### src/rtl/cftap_pkg.sv
// Shared types, constants and CRC helper for the framed telemetry/ack parser.
`timescale 1ns / 1ps
`default_nettype none

package cftap_pkg;

  localparam int WIN_BYTES  = 16;
  localparam int FILL_W     = 5;
  localparam int TOTAL_W    = 32;
  localparam int ACK_BYTES  = 8;

  localparam logic [15:0] CRC_INIT = 16'hFFFF;
  localparam logic [15:0] CRC_POLY = 16'hA001;

  localparam logic [7:0] ACK_SOF  = 8'hA5;
  localparam logic [7:0] ACK_MARK = 8'h5B;
  localparam logic [7:0] TLM_HI   = 8'hAA;
  localparam logic [7:0] TLM_LO   = 8'h55;

  typedef enum logic [1:0] {
    EV_NONE = 2'd0,
    EV_TLM  = 2'd1,
    EV_ACK  = 2'd2
  } event_t;

  // Index 15 holds the newest byte, index 0 the oldest of a full window.
  typedef logic [WIN_BYTES-1:0][7:0] window_t;

  typedef struct packed {
    logic ack_hit;
    logic ack_crc_err;
    logic tlm_hit;
    logic tlm_crc_err;
    logic drop;
  } match_t;

  // One byte of reflected CRC-16/MODBUS.
  function automatic logic [15:0] crc16_byte(input logic [15:0] crc_in,
                                             input logic [7:0] data);
    logic [15:0] c;
    c = crc_in ^ {8'h00, data};
    for (int b = 0; b < 8; b++) begin
      if (c[0]) begin
        c = (c >> 1) ^ CRC_POLY;
      end else begin
        c = c >> 1;
      end
    end
    return c;
  endfunction

endpackage

`default_nettype wire

### src/rtl/crc16_framed_telemetry_ack_parser.sv
// Top level of the sliding-window CRC-16 framed telemetry and ack parser.
//
//   channel | handshake          | payload
//   --------+--------------------+-----------------------------------------------
//   input   | in_valid/in_stall  | rx_byte
//   output  | out_valid/out_stall| event_res, latched frame fields, four totals
//
// One byte is taken into the input register, then its whole frame check
// (window shift, two CRCs, marker compare) completes into the result
// registers once they are free: one transaction per cycle sustained while out_stall is low.
// The input register keeps filling while a result waits to be taken; both
// stall only when the result is held and the input register is occupied.
// Synchronous reset clears both valid flags, the window fill, latched fields and totals.
`timescale 1ns / 1ps
`default_nettype none

module crc16_framed_telemetry_ack_parser (
  input  wire logic        clk,
  input  wire logic        rst,
  input  wire logic        in_valid,
  output logic             in_stall,
  input  wire logic [7:0]  rx_byte,
  output logic             out_valid,
  input  wire logic        out_stall,
  output logic [1:0]       event_res,
  output logic [15:0]      telemetry_sequence,
  output logic [31:0]      angle_bits,
  output logic [31:0]      rate_bits,
  output logic [7:0]       ack_command,
  output logic [7:0]       ack_result,
  output logic [7:0]       ack_sequence,
  output logic [31:0]      telemetry_total,
  output logic [31:0]      ack_total,
  output logic [31:0]      crc_error_total,
  output logic [31:0]      discard_total
);

  // Input register
  logic                           s1_valid;
  logic [7:0]                     s1_byte;
  logic                           advance;
  logic                           step;

  // Window state: newest byte at the top, valid bytes are the top "fill".
  cftap_pkg::window_t             window;
  cftap_pkg::window_t             window_next;
  logic [cftap_pkg::FILL_W-1:0]   fill;
  logic [cftap_pkg::FILL_W-1:0]   fill_n;
  logic [cftap_pkg::FILL_W-1:0]   fill_next;
  cftap_pkg::match_t              hit;
  cftap_pkg::event_t              event_next;
  cftap_pkg::event_t              event_q;

  // Latched fields and totals double as the result register: they only
  // change when a new result is loaded.
  logic [cftap_pkg::TOTAL_W-1:0]  tlm_cnt;
  logic [cftap_pkg::TOTAL_W-1:0]  ack_cnt;
  logic [cftap_pkg::TOTAL_W-1:0]  err_cnt;
  logic [cftap_pkg::TOTAL_W-1:0]  dsc_cnt;
  logic [1:0]                     err_inc;

  // Advance the input register into the result register when it is free.
  assign advance  = !out_valid || !out_stall;
  assign step     = s1_valid && advance;
  assign in_stall = s1_valid && !advance;

  always_ff @(posedge clk) begin
    if (rst) begin
      s1_valid <= 1'b0;
    end else if (!in_stall) begin
      s1_valid <= in_valid;
    end
  end

  always_ff @(posedge clk) begin
    if (!in_stall && in_valid) begin
      s1_byte <= rx_byte;
    end
  end

  // Shift the new byte in at the top; fill never holds a full window here.
  assign window_next = {s1_byte, window[cftap_pkg::WIN_BYTES-1:1]};
  assign fill_n      = fill + cftap_pkg::FILL_W'(1);

  cftap_match u_match (
    .win    (window_next),
    .fill_n (fill_n),
    .hit    (hit)
  );

  always_comb begin
    if (hit.ack_hit || hit.tlm_hit) begin
      fill_next = '0;
    end else if (hit.drop) begin
      // Drop the oldest byte: it falls below the valid region.
      fill_next = fill_n - cftap_pkg::FILL_W'(1);
    end else begin
      fill_next = fill_n;
    end

    if (hit.ack_hit) begin
      event_next = cftap_pkg::EV_ACK;
    end else if (hit.tlm_hit) begin
      event_next = cftap_pkg::EV_TLM;
    end else begin
      event_next = cftap_pkg::EV_NONE;
    end

    // A bad ack CRC and a bad telemetry CRC never land on one byte: byte 15 differs.
    err_inc = {1'b0, hit.ack_crc_err} + {1'b0, hit.tlm_crc_err};
  end

  always_ff @(posedge clk) begin
    if (rst) begin
      out_valid <= 1'b0;
    end else if (advance) begin
      out_valid <= s1_valid;
    end
  end

  always_ff @(posedge clk) begin
    if (step) begin
      window  <= window_next;
      event_q <= event_next;
    end
  end

  always_ff @(posedge clk) begin
    if (rst) begin
      fill               <= '0;
      telemetry_sequence <= '0;
      angle_bits         <= '0;
      rate_bits          <= '0;
      ack_command        <= '0;
      ack_result         <= '0;
      ack_sequence       <= '0;
      tlm_cnt            <= '0;
      ack_cnt            <= '0;
      err_cnt            <= '0;
      dsc_cnt            <= '0;
    end else if (step) begin
      fill    <= fill_next;
      err_cnt <= err_cnt + cftap_pkg::TOTAL_W'(err_inc);
      if (hit.drop) begin
        dsc_cnt <= dsc_cnt + cftap_pkg::TOTAL_W'(1);
      end
      if (hit.ack_hit) begin
        ack_command  <= window_next[10];
        ack_result   <= window_next[11];
        ack_sequence <= window_next[12];
        ack_cnt      <= ack_cnt + cftap_pkg::TOTAL_W'(1);
      end
      if (hit.tlm_hit) begin
        // Little-endian fields: sequence at 2, angle at 4, rate at 8.
        telemetry_sequence <= {window_next[3], window_next[2]};
        angle_bits         <= {window_next[7], window_next[6],
                               window_next[5], window_next[4]};
        rate_bits          <= {window_next[11], window_next[10],
                               window_next[9], window_next[8]};
        tlm_cnt            <= tlm_cnt + cftap_pkg::TOTAL_W'(1);
      end
    end
  end

  assign event_res       = event_q;
  assign telemetry_total = tlm_cnt[31:0];
  assign ack_total       = ack_cnt[31:0];
  assign crc_error_total = err_cnt[31:0];
  assign discard_total   = dsc_cnt[31:0];

endmodule

`default_nettype wire

### src/rtl/cftap_match.sv
// Frame detection on the shifted window: ack at the tail, telemetry on a full window.
`timescale 1ns / 1ps
`default_nettype none

module cftap_match (
  input  wire cftap_pkg::window_t            win,
  input  wire logic [cftap_pkg::FILL_W-1:0]  fill_n,
  output cftap_pkg::match_t                  hit
);

  logic        ack_mark;
  logic        ack_ok;
  logic        full;
  logic        tlm_mark;
  logic        tlm_ok;
  logic [15:0] ack_crc;
  logic [15:0] tlm_crc;

  // Ack frame occupies bytes 8..15: A5 5B cmd res seq crc_lo crc_hi 5B.
  always_comb begin
    ack_crc = cftap_pkg::CRC_INIT;
    for (int j = 10; j < 13; j++) begin
      ack_crc = cftap_pkg::crc16_byte(ack_crc, win[j]);
    end
  end

  // Telemetry frame occupies bytes 0..15; CRC over seq, angle and rate.
  always_comb begin
    tlm_crc = cftap_pkg::CRC_INIT;
    for (int j = 2; j < 12; j++) begin
      tlm_crc = cftap_pkg::crc16_byte(tlm_crc, win[j]);
    end
  end

  assign ack_mark = (fill_n >= cftap_pkg::FILL_W'(cftap_pkg::ACK_BYTES)) &&
                    (win[8] == cftap_pkg::ACK_SOF) && (win[9] == cftap_pkg::ACK_MARK) &&
                    (win[15] == cftap_pkg::ACK_MARK);
  assign ack_ok   = (ack_crc == {win[14], win[13]});
  assign full     = (fill_n == cftap_pkg::FILL_W'(cftap_pkg::WIN_BYTES));
  assign tlm_mark = full && !(ack_mark && ack_ok) &&
                    (win[0] == cftap_pkg::TLM_HI) && (win[1] == cftap_pkg::TLM_LO) &&
                    (win[14] == cftap_pkg::TLM_LO) && (win[15] == cftap_pkg::TLM_HI);
  assign tlm_ok   = (tlm_crc == {win[13], win[12]});

  always_comb begin
    hit.ack_hit     = ack_mark && ack_ok;
    hit.ack_crc_err = ack_mark && !ack_ok;
    hit.tlm_hit     = tlm_mark && tlm_ok;
    hit.tlm_crc_err = tlm_mark && !tlm_ok;
    hit.drop        = full && !(ack_mark && ack_ok) && !(tlm_mark && tlm_ok);
  end

endmodule

`default_nettype wire
### config.mk
export PLATFORM = sky130hd
export DESIGN_NAME = crc16_framed_telemetry_ack_parser
export DESIGN_NICKNAME = d
export VERILOG_FILES = /design/src/rtl/cftap_pkg.sv /design/src/rtl/crc16_framed_telemetry_ack_parser.sv /design/src/rtl/cftap_match.sv
export SDC_FILE = /design/constraint.sdc
export NUM_CORES = 1
export LEC_CHECK = 0
export BUFFER_PORTS_ARGS = -buffer_cell sky130_fd_sc_hd__buf_2
export CORE_ASPECT_RATIO = 0.6
export CORE_MARGIN = 2
export CORE_UTILIZATION = 62
export DETAILED_ROUTE_END_ITERATION = 10
export HOLD_SLACK_MARGIN = 0.06
export PLACE_DENSITY_LB_ADDON = 0.15
export SYNTH_ARGS = -nofsm -noshare
export SYNTH_HDL_FRONTEND = slang
export SYNTH_SLANG_ARGS = --single-unit
### constraint.sdc
create_clock -name clk -period 13.1 [get_ports clk]
set_input_delay 2.62 -clock clk [delete_from_list [all_inputs] [get_ports clk]]
set_output_delay 2.62 -clock clk [all_outputs]
set_load 0.03 [all_outputs]
== Yosys cells after proc, flatten, opt, wreduce, memory -nomap -nowiden ==
Index checks and enable logic that the tools add are counted.
Widths: inputs -> output; s select.

* $add $sub $neg: 7
* $lt $le $gt $ge: 1
* Equal/unequal tests: 10
* Multiplexer cells: 107
* Bitwise logic cells: 117
* Reductions and logical operators: 29

{| class="wikitable"
|+ Operators with widths
! operator !! number
|-
| $mux 16 || 104
|-
| $not 2->3 || 104
|-
| $xor 16x8->16 || 11
|-
| $add 32x1->32 const B || 3
|-
| $add 32x2->32 || 1
|-
| $eq 16x16->1 || 2
|-
| $eq 8x7->1 const B || 4
|-
| $not 8->16 || 2
|-
| $eq 8x8->1 const B || 3
|-
| $logic_and 1x1->1 || 16
|-
| $mux 5 || 2
|-
| $logic_not 1->1 || 8
|-
| $reduce_and 2->1 || 3
|-
| $add 5x1->5 const B || 1
|-
| $eq 5x5->1 const B || 1
|-
| $ge 5x4->1 const B || 1
|-
| $sub 5x1->5 const B || 1
|-
| $add 1x1->2 || 1
|-
| $logic_or 1x1->1 || 2
|-
| $mux 1 || 1
|}

* Flip-flop bits (word level): 369
* Output and inout bits: 236

== Depth between registers and ports, before layout ==
Gate-level depths: netlist (run 1).

* Depth in word-level cells: 176
* Depth in mapped cells: 20

== Modules after synthesis ==
Synthesis (run 1) repeated with hierarchy kept, for this count alone.

* Cell total of the unflattened synthesis: 1591
* Area, all modules: 16558.4 um^2

{| class="wikitable"
|+ Modules (own cells, without submodules)
! module !! times used !! cells each !! area each (um^2)
|-
| crc16_framed_telemetry_ack_parser || 1 || 1324 || 13655.6
|-
| cftap_match || 1 || 267 || 2902.8
|}

== Worst setup path after synthesis (run 1) ==
Ideal clock, no wire load.

* Kind: input to register
* From: input port out_stall
* To: register err_cnt (netlist bit crc_error_total[28])
* Setup time: 0.070 ns
* Arrival time: 7.987 ns
* Path slack: 5.043 ns
* Stages: 10
* Cell sequence: nand2_1 -> nand2_1 -> inv_1 -> clkbuf_1 -> and3_1 -> clkbuf_1 -> nand3_1 -> or2_2 -> or3_1 -> a21oi_1

* Longest elaborated chain between the ends: 3

{| class="wikitable"
|+ Ends and longest elaborated chain
! item !! line !! source
|-
| start, declared || crc16_framed_telemetry_ack_parser.sv:24 || <nowiki>input wire logic out_stall,</nowiki>
|-
| $logic_not 1->1 || crc16_framed_telemetry_ack_parser.sv:63 || <nowiki>assign advance = !out_valid || !out_stall;</nowiki>
|-
| $logic_or 1x1->1 || crc16_framed_telemetry_ack_parser.sv:63 ||
|-
| $logic_and 1x1->1 || crc16_framed_telemetry_ack_parser.sv:64 || <nowiki>assign step = s1_valid && advance;</nowiki>
|-
| net step || crc16_framed_telemetry_ack_parser.sv:42 || <nowiki>logic step;</nowiki>
|-
| end signal, assigned || crc16_framed_telemetry_ack_parser.sv:143 || <nowiki>err_cnt <= err_cnt + cftap_pkg::TOTAL_W'(err_inc);</nowiki>
|-
| end, declared || crc16_framed_telemetry_ack_parser.sv:58 || <nowiki>logic [cftap_pkg::TOTAL_W-1:0] err_cnt;</nowiki>
|}

The timed path passes the listed nets, and every way through them passes these cells.
A chain may end at the register's enable or synchronous reset.

== Worst setup path in the final report (run 1) ==
* From: input port out_stall
* To: register tlm_cnt (netlist bit telemetry_total[30])

* Longest elaborated chain between the ends: 4

{| class="wikitable"
|+ Ends and longest elaborated chain
! item !! line !! source
|-
| $logic_not 1->1 || crc16_framed_telemetry_ack_parser.sv:63 ||
|-
| $logic_or 1x1->1 || crc16_framed_telemetry_ack_parser.sv:63 ||
|-
| $logic_and 1x1->1 || crc16_framed_telemetry_ack_parser.sv:64 ||
|-
| $reduce_and 2->1 (no source line) || -- ||
|-
| end signal, assigned || crc16_framed_telemetry_ack_parser.sv:160 || <nowiki>tlm_cnt <= tlm_cnt + cftap_pkg::TOTAL_W'(1);</nowiki>
|-
| end, declared || crc16_framed_telemetry_ack_parser.sv:56 || <nowiki>logic [cftap_pkg::TOTAL_W-1:0] tlm_cnt;</nowiki>
|}

Every way passes these cells.

==> run summary, run 1 <==
Synth-to-Final Area Change - 15.59%
GRT Residual Overflow - 0
First-pass GRT wire length - 63810 um
Aggregate routed wire length - 42330 um
Fraction of layout instances using a drive strength above 1 - 0.1814
Total power divided by cell area - 136.4 nW/um^2
TNS Setup - 0 ns
CTS tree - yes
First-iteration detailed-routing DRC count - 1291
Initial cell density of the core - 0.6267
Root Buffer Master - sky130_fd_sc_hd__clkbuf_16
DIE AREA - 27830 um^2
Path type of the worst min-delay path - reg -> reg
Count of synthesis-stage warnings from yosys - 0
Top cell type's share of synthesized area - 0.2915
Worst min-delay path startpoint - window[18]$_DFFE_PP_
Drt pass-1 iters - 6
Cell accounting for the most synthesized area - sky130_fd_sc_hd__dfxtp_1
Via count - 12070
Flip-flop and latch count after synthesis - 369
Post-CTS Setup Inserts - 0
Area used by multi-input combinational logic - 7368 um^2
Fraction of registers with async set/reset - 0
FF-to-FF Start - window[42]$_DFFE_PP_
Top cells by count, synth - 239 x sky130_fd_sc_hd__dfxtp_1, 204 x sky130_fd_sc_hd__nor2_1, 178 x sky130_fd_sc_hd__xnor2_1
Count of distinct cell types in the synthesized netlist - 58
Vias per cell - 5.653
Peak fanout along the critical path - 71
Number of fill cells in the layout - 1916
Max capacitance violation total - 0
Final-stage net count - 1767
Result of the run - completed
Ratio of final minimum period to clock period - 0.4457
Sum of net half-perimeters after detailed placement - 30020 um
Count of buffers inserted at the top-level ports - 247
Remaining number of nets flagged by the antenna check after routing - 0
Maximum number of pins on one net before global-route repair - 140
Placer Congestion - 0.9086
Number of antenna violations at the first check in global routing - 0
Post-synth EDFFs - 130
Worst R2R Path Depth - 18
Post-layout instance count excluding filler cells - 2135
Unrepaired setup endpoints after global routing - false
Number of endpoints with negative hold slack in the final report - 0
Post-DR wirelength/cell - 19.83 um
Worst Setup Start Kind - primary input
Peak VDD IR - 0.1003 mV
Clock latency of the later-clocked register in the worst-skew pair - 0.53 ns
Number of placement rows - 46
Highest clock frequency the design can meet - 171.3 MHz
Core Region - 26190 um^2
Quantity of hold-fixing buffers added after cts - 0
Top Ports - 248
Endpoint required time on the critical path - 13.46 ns
Clk pin slew, worst setup/hold paths - 0.06 ns
Synthesized cell area - 16410 um^2
WP data arrival - 6.20 ns
Cell total after placement - 2072
Worst reg2reg path endpoint - crc_error_total[30]$_SDFFE_PP0P_
Total non-filler cell area in the finished layout - 18970 um^2
Total power - 0.002588 W
Static leakage power - 8.009 nW
Cell area after placement - 17900 um^2
Total global routing track utilization - 0.2972
Worst-case clock skew - 0.01315 ns
Number of instances in the synthesized netlist - 1524
Top post-synthesis cells by area - sky130_fd_sc_hd__dfxtp_1 29%, sky130_fd_sc_hd__edfxtp_1 24%, sky130_fd_sc_hd__xnor2_1 9.5%
Type of the setup path with the least slack - in -> reg
Post-Synthesis Net Count - 1542
Syn_area_per_cell - 10.77 um^2
Cell depth of the worst min-delay path - 0
Worst-case hold slack - 0.4414 ns
Setup slack, reg-to-reg - 7.36 ns
Number of clock sinks seen by CTS - 369
Final period demand of the worst path - 5.838 ns
Cell with the most instances after synthesis - sky130_fd_sc_hd__dfxtp_1
Final count of pins violating max slew - 0
H-tree depth - 2
Worst setup path startpoint - out_stall
Worst slew pin tran - 1.272 ns
Number of global-route vias before repair - 11010
# diodes - 0
Total of endpoints with negative setup slack in the final report - 0
Type of element capturing the critical path - flip-flop
Worst rel slew slack - 0.1513
Num CTS Buffers - 35
Clock buffer depth - 3
Predominant post-synthesis flop cell - sky130_fd_sc_hd__dfxtp_1
PostCTS Resize Cnt - 0
Die Width - 214.0 um
Die Y-Extent - 130.0 um
Detailed-route DRC error count - 0
Area occupied by registers - 8688 um^2
Hold endpoint - window[10]$_DFFE_PP_
Portion of the post-synthesis area used by sequential elements - 0.5294
-- report_power, final --
part | leakage (nW) | switching, W | internal (W)
clock network | 0.523 | 0.000439 | 0.000530
logic | 4.34 | 0.000183 | 0.000196
registers | 3.14 | 0.0000328 | 0.00121
total | 8.01 | 0.000655 | 0.00193
-- metal layers --
metal | GRT usage | vias up | share of wire
li1 | - | 5711 | -
met1 | 0.4565 | 5781 | 0.46
met2 | 0.4158 | 518 | 0.41
met3 | 0.08998 | 60 | 0.11
met4 | 0.05348 | 0 | 0.013
met5 | 0 | - | 0
-- worst max-delay path by stage --
stage	end	slack [ns]
floorplan	crc_error_total[28]$_SDFFE_PP0P_	5.04
global placement	telemetry_total[31]$_SDFFE_PP0P_	6.94
detailed placement	telemetry_total[31]$_SDFFE_PP0P_	6.74
CTS	telemetry_total[31]$_SDFFE_PP0P_	7.28
global route	telemetry_total[30]$_SDFFE_PP0P_	6.97
finish	telemetry_total[30]$_SDFFE_PP0P_	7.26
-- stage by stage --
stage | setup slack (ns) | util
2_1_floorplan | 5.043 | -
3_3_place_gp | 6.938 | 0.6836
3_5_place_dp | 6.738 | 0.6836
4_1_cts | 7.277 | 0.7244
5_1_grt | 6.970 | 0.7244
6_report | 7.262 | 0.7244
-- cells in the final DEF, fill, tap and decap left out, types with 29 or more instances in the layout --
master and instances:
sky130_fd_sc_hd__xor2_1 90, sky130_fd_sc_hd__dfxtp_1 239, sky130_fd_sc_hd__clkbuf_16 36, sky130_fd_sc_hd__xnor2_1 178
sky130_fd_sc_hd__or3_1 29, sky130_fd_sc_hd__mux2i_1 85, sky130_fd_sc_hd__nand2_1 114, sky130_fd_sc_hd__nor3_1 34
sky130_fd_sc_hd__nand3_1 46, sky130_fd_sc_hd__buf_2 246, sky130_fd_sc_hd__edfxtp_1 130, sky130_fd_sc_hd__a21oi_1 64
sky130_fd_sc_hd__nand4_1 35, sky130_fd_sc_hd__nor2_1 204
-- state kept, by name, indices dropped and copies added, names as in the netlist, 2 cells and up --
register	flops
window	120
ack_total	32
angle_bits	32
crc_error_total	32
discard_total	32
rate_bits	32
telemetry_total	32
telemetry_sequence	16
ack_command	8
ack_result	8
ack_sequence	8
s1_byte	8
fill	5
event_res	2
-- layout make-up --
type | count | share of cell area
inverter | 20 | 0.004089
sequential | 369 | 0.4580
multi-input combinational | 1066 | 0.3884
tap | 360 | 0.02374
timing repair buffer | 257 | 0.06945
clock buffer | 51 | 0.05204
clock inverter | 12 | 0.004287
-- worst max-delay path, stage by stage --
cell and delay, ns:
sky130_fd_sc_hd__buf_2 0.11, sky130_fd_sc_hd__nand2_1 0.06, sky130_fd_sc_hd__nand2_1 0.38, sky130_fd_sc_hd__inv_4 0.82, sky130_fd_sc_hd__and4_1 0.39, sky130_fd_sc_hd__and3_1 0.23, sky130_fd_sc_hd__and4_1 0.27, sky130_fd_sc_hd__and4_1 0.28
sky130_fd_sc_hd__o2111ai_1 0.21, sky130_fd_sc_hd__nor3_1 0.52, sky130_fd_sc_hd__a31o_2 0.24, sky130_fd_sc_hd__a21oi_1 0.06
-- cell families (layout without fill, tap and decap cells) --
kind of cell	after synthesis	in the layout	synth area share
muxes	88	88	0.05413
DFF	369	369	0.5294
and+or+nand+nor	558	558	0.1638
buffers and inverters	89	340	0.02196
adders and majority gates	6	6	0.005032
AOI/OAI and AO/OA	115	115	0.04064
xor gates and xnor gates	299	299	0.1850
Note: power is estimated with default switching activity, not from simulation.
==> inputs of run 2 (changes only) <==
--- a/config.mk
+++ b/config.mk
@@ -8,7 +8,7 @@
 export BUFFER_PORTS_ARGS = -buffer_cell sky130_fd_sc_hd__buf_2
 export CORE_ASPECT_RATIO = 0.6
 export CORE_MARGIN = 2
-export CORE_UTILIZATION = 62
+export CORE_UTILIZATION = 57
 export DETAILED_ROUTE_END_ITERATION = 10
 export HOLD_SLACK_MARGIN = 0.06
 export PLACE_DENSITY_LB_ADDON = 0.15
==> constraint.sdc (replaced) <==
create_clock -name clk -period 5.46 [get_ports clk]
set_input_delay 1.092 -clock clk [delete_from_list [all_inputs] [get_ports clk]]
set_output_delay 1.092 -clock clk [all_outputs]
set_load 0.03 [all_outputs]
==> run 2 against run 1 <==
Effect of this change: count of clock-buffer cells in the layout grew 4; core utilization shrank 4.9 points; sequential cell count is the same; worst setup slack lost 6.9 ns; global-route usage shrank 1.2 points; clock power grew to 2.6 times the previous value; register-to-register slack lost 7.0 ns.
==> run summary, run 2 (synthesized netlist as in run 1, its figures left out) <==
Result of the run - completed
Detailed-route DRC error count - 0 (unchanged)
Critical Path Max Stage Delay - 0.47 ns (-0.35 ns)
Peak fanout along the critical path - 5 (-93%)
Fraction of layout instances using a drive strength above 1 - 0.1923 (+0.01090)
Max capacitance violation total - 0 (unchanged)
Clk pin slew, worst setup/hold paths - 0.06 ns (about the same)
Highest clock frequency the design can meet - 195.3 MHz
Cell area after placement - 18070 um^2 (+0.93%)
Final count of pins violating max slew - 0 (unchanged)
Critical Path Slowest Stage Cell - sky130_fd_sc_hd__xnor3_1
Num CTS Buffers - 36 (+2.9%)
H-tree depth - 2 (unchanged)
Cell-by-cell trace of the critical path - xnor3_1 > xnor3_1 > xnor2_2 > xnor2_1 > xnor3_1 > xnor3_1 > mux2_2 > nand2_1 > nand2_1 > nand2_1 > fa_1 > inv_1 > ha_1 > and3_1 > nand3_1 > or2_2 > or3_1 > a21oi_1
Quantity of hold-fixing buffers added after cts - 0 (unchanged)
PostCTS Resize Cnt - 0 (unchanged)
Core Region - 28530 um^2 (+8.9%)
Sum of net half-perimeters after detailed placement - 31170 um (+3.8%)
Remaining number of nets flagged by the antenna check after routing - 0 (unchanged)
Worst-case clock skew - 0.02594 ns (+0.01279 ns)
First-iteration detailed-routing DRC count - 1340 (+3.8%)
TNS Setup - 0 ns (unchanged)
Peak VDD IR - 0.2117 mV (+110%)
Number of placement rows - 48 (+4.3%)
Path type of the worst min-delay path - reg -> reg
Placer Congestion - 0.9008 (-0.86%)
GRT Residual Overflow - 0 (unchanged)
Number of flip-flops under the largest register name - 120 (unchanged)
Type of the setup path with the least slack - reg -> reg
First-pass GRT wire length - 65530 um (+2.7%)
Count of buffers inserted at the top-level ports - 247 (unchanged)
Leading cell types in the layout, fill and taps excluded - 246 x sky130_fd_sc_hd__buf_2, 239 x sky130_fd_sc_hd__dfxtp_1, 204 x sky130_fd_sc_hd__nor2_1
Vias per cell - 5.622 (-0.56%)
Most frequent cell on the critical path - sky130_fd_sc_hd__xnor3_1
Util after Layout - 0.6752 (-0.04920)
Final period demand of the worst path - 5.121 ns
Clock latency of the later-clocked register in the worst-skew pair - 0.54 ns (about the same)
# diodes - 0 (unchanged)
WP data arrival - 5.58 ns (-0.62 ns)
Synth-to-Final Area Change - 17.37%
Ratio of final minimum period to clock period - 0.9380
Post-CTS Setup Inserts - 0 (unchanged)
Total of endpoints with negative setup slack in the final report - 0 (unchanged)
Maximum number of pins on one net before global-route repair - 103 (-26%)
Initial cell density of the core - 0.5753 (-0.05140)
Die Width - 223.1 um (+4.2%)
Worst rel slew slack - 0.2340 (+0.08275)
Most common library cell in the layout ignoring fill and taps - sky130_fd_sc_hd__buf_2
Number of clock sinks seen by CTS - 369 (unchanged)
Aggregate routed wire length - 43670 um (+3.2%)
Unrepaired setup endpoints after global routing - false
Top reg by flops - window
Clock buffer depth - 3 (unchanged)
Top Ports - 248 (unchanged)
Drt pass-1 iters - 5 (-1)
Die Y-Extent - 135.4 um (+4.2%)
Root Buffer Master - sky130_fd_sc_hd__clkbuf_16
Endpoint required time on the critical path - 5.92 ns (-7.54 ns)
Number of antenna violations at the first check in global routing - 0 (unchanged)
Total power divided by cell area - 332.8 nW/um^2 (+140%)
Via count - 12190 (+1.0%)
Total non-filler cell area in the finished layout - 19260 um^2 (+1.5%)
Number of global-route vias before repair - 11020 (+0.12%)
Post-DR wirelength/cell - 20.13 um (+1.5%)
Final-stage net count - 1786 (+1.1%)
Total global routing track utilization - 0.2847 (-0.01245)
Worst slew pin tran - 1.120 ns (-0.1518 ns)
Static leakage power - 8.173 nW (+2.0%)
Number of endpoints with negative hold slack in the final report - 0 (unchanged)
DIE AREA - 30210 um^2 (+8.5%)
Worst Setup Start Kind - flip-flop
CTS tree - yes
Type of element capturing the critical path - flip-flop
run 2: routing by layer:
| layer | global-route usage | share of wire | wire, um | vias to the layer above |
|---|---|---|---|---|
| met4 | 0.05928 | 0.014 | 612 | 0 |
| met1 | 0.4557 | 0.47 | 20630 | 5875 |
| met2 | 0.3760 | 0.40 | 17350 | 514 |
| li1 | - | - | - | 5755 |
| met5 | 0 | 0 | 0 | - |
| met3 | 0.07959 | 0.12 | 5075 | 50 |
run 2: stage by stage:
| stage | std cells | hold slack, ns | total power, W | setup slack, ns |
|---|---|---|---|---|
| detailed placement | 2105 | 0.4288 | 0.003936 | 0.3505 |
| floorplan | 1524 | 0.4168 | 0.003766 | 0.4926 |
| CTS | 2169 | 0.4427 | 0.006434 | 0.3292 |
| global placement | 2105 | 0.4264 | 0.003929 | 0.4523 |
| finish | 2169 | 0.4397 | 0.006410 | 0.3386 |
| global route | 2169 | 0.4508 | 0.006622 | 0.01013 |
run 2: final timing paths:
| check | cells after the start | slack, ns | to | from |
|---|---|---|---|---|
| setup reg to reg | 18 | 0.34 | crc_error_total[30]$_SDFFE_PP0P_ | window[42]$_DFFE_PP_ |
| hold reg to reg | 0 | 0.44 | window[12]$_DFFE_PP_ | window[20]$_DFFE_PP_ |
| hold / removal | 0 | 0.44 | window[12]$_DFFE_PP_ | window[20]$_DFFE_PP_ |
| setup / recovery | 18 | 0.34 | crc_error_total[30]$_SDFFE_PP0P_ | window[42]$_DFFE_PP_ |
run 2: final cells by class:
class / count / area, um^2
multi-input cells: 1066 / 7376
repair buffers: 275 / 1465
flip-flops and latches: 369 / 8688
clock buffers: 55 / 1117
clock inverters: 9 / 68.82
fillers: 2205 / 9265
well taps: 375 / 469.2
inverters: 20 / 77.57
run 2: critical path: cells and delay by family (launching register included):
family | cells | cell delay (ns)
XOR/XNOR | 6 | 2.22
AND/OR/NAND/NOR | 7 | 1.26
adder cells (fa/ha/maj) | 2 | 0.57
flip-flops | 1 | 0.46
multiplexers | 1 | 0.31
AO/OA/AOI/OAI | 1 | 0.15
buffers and inverters | 1 | 0.08
run 2: report_power, final:
part	switching, W	total, W	internal, W
clock network	0.00106	0.00252	0.00146
logic	0.000449	0.000925	0.000476
registers	0.0000719	0.00297	0.00290
total	0.00158	0.00641	0.00483
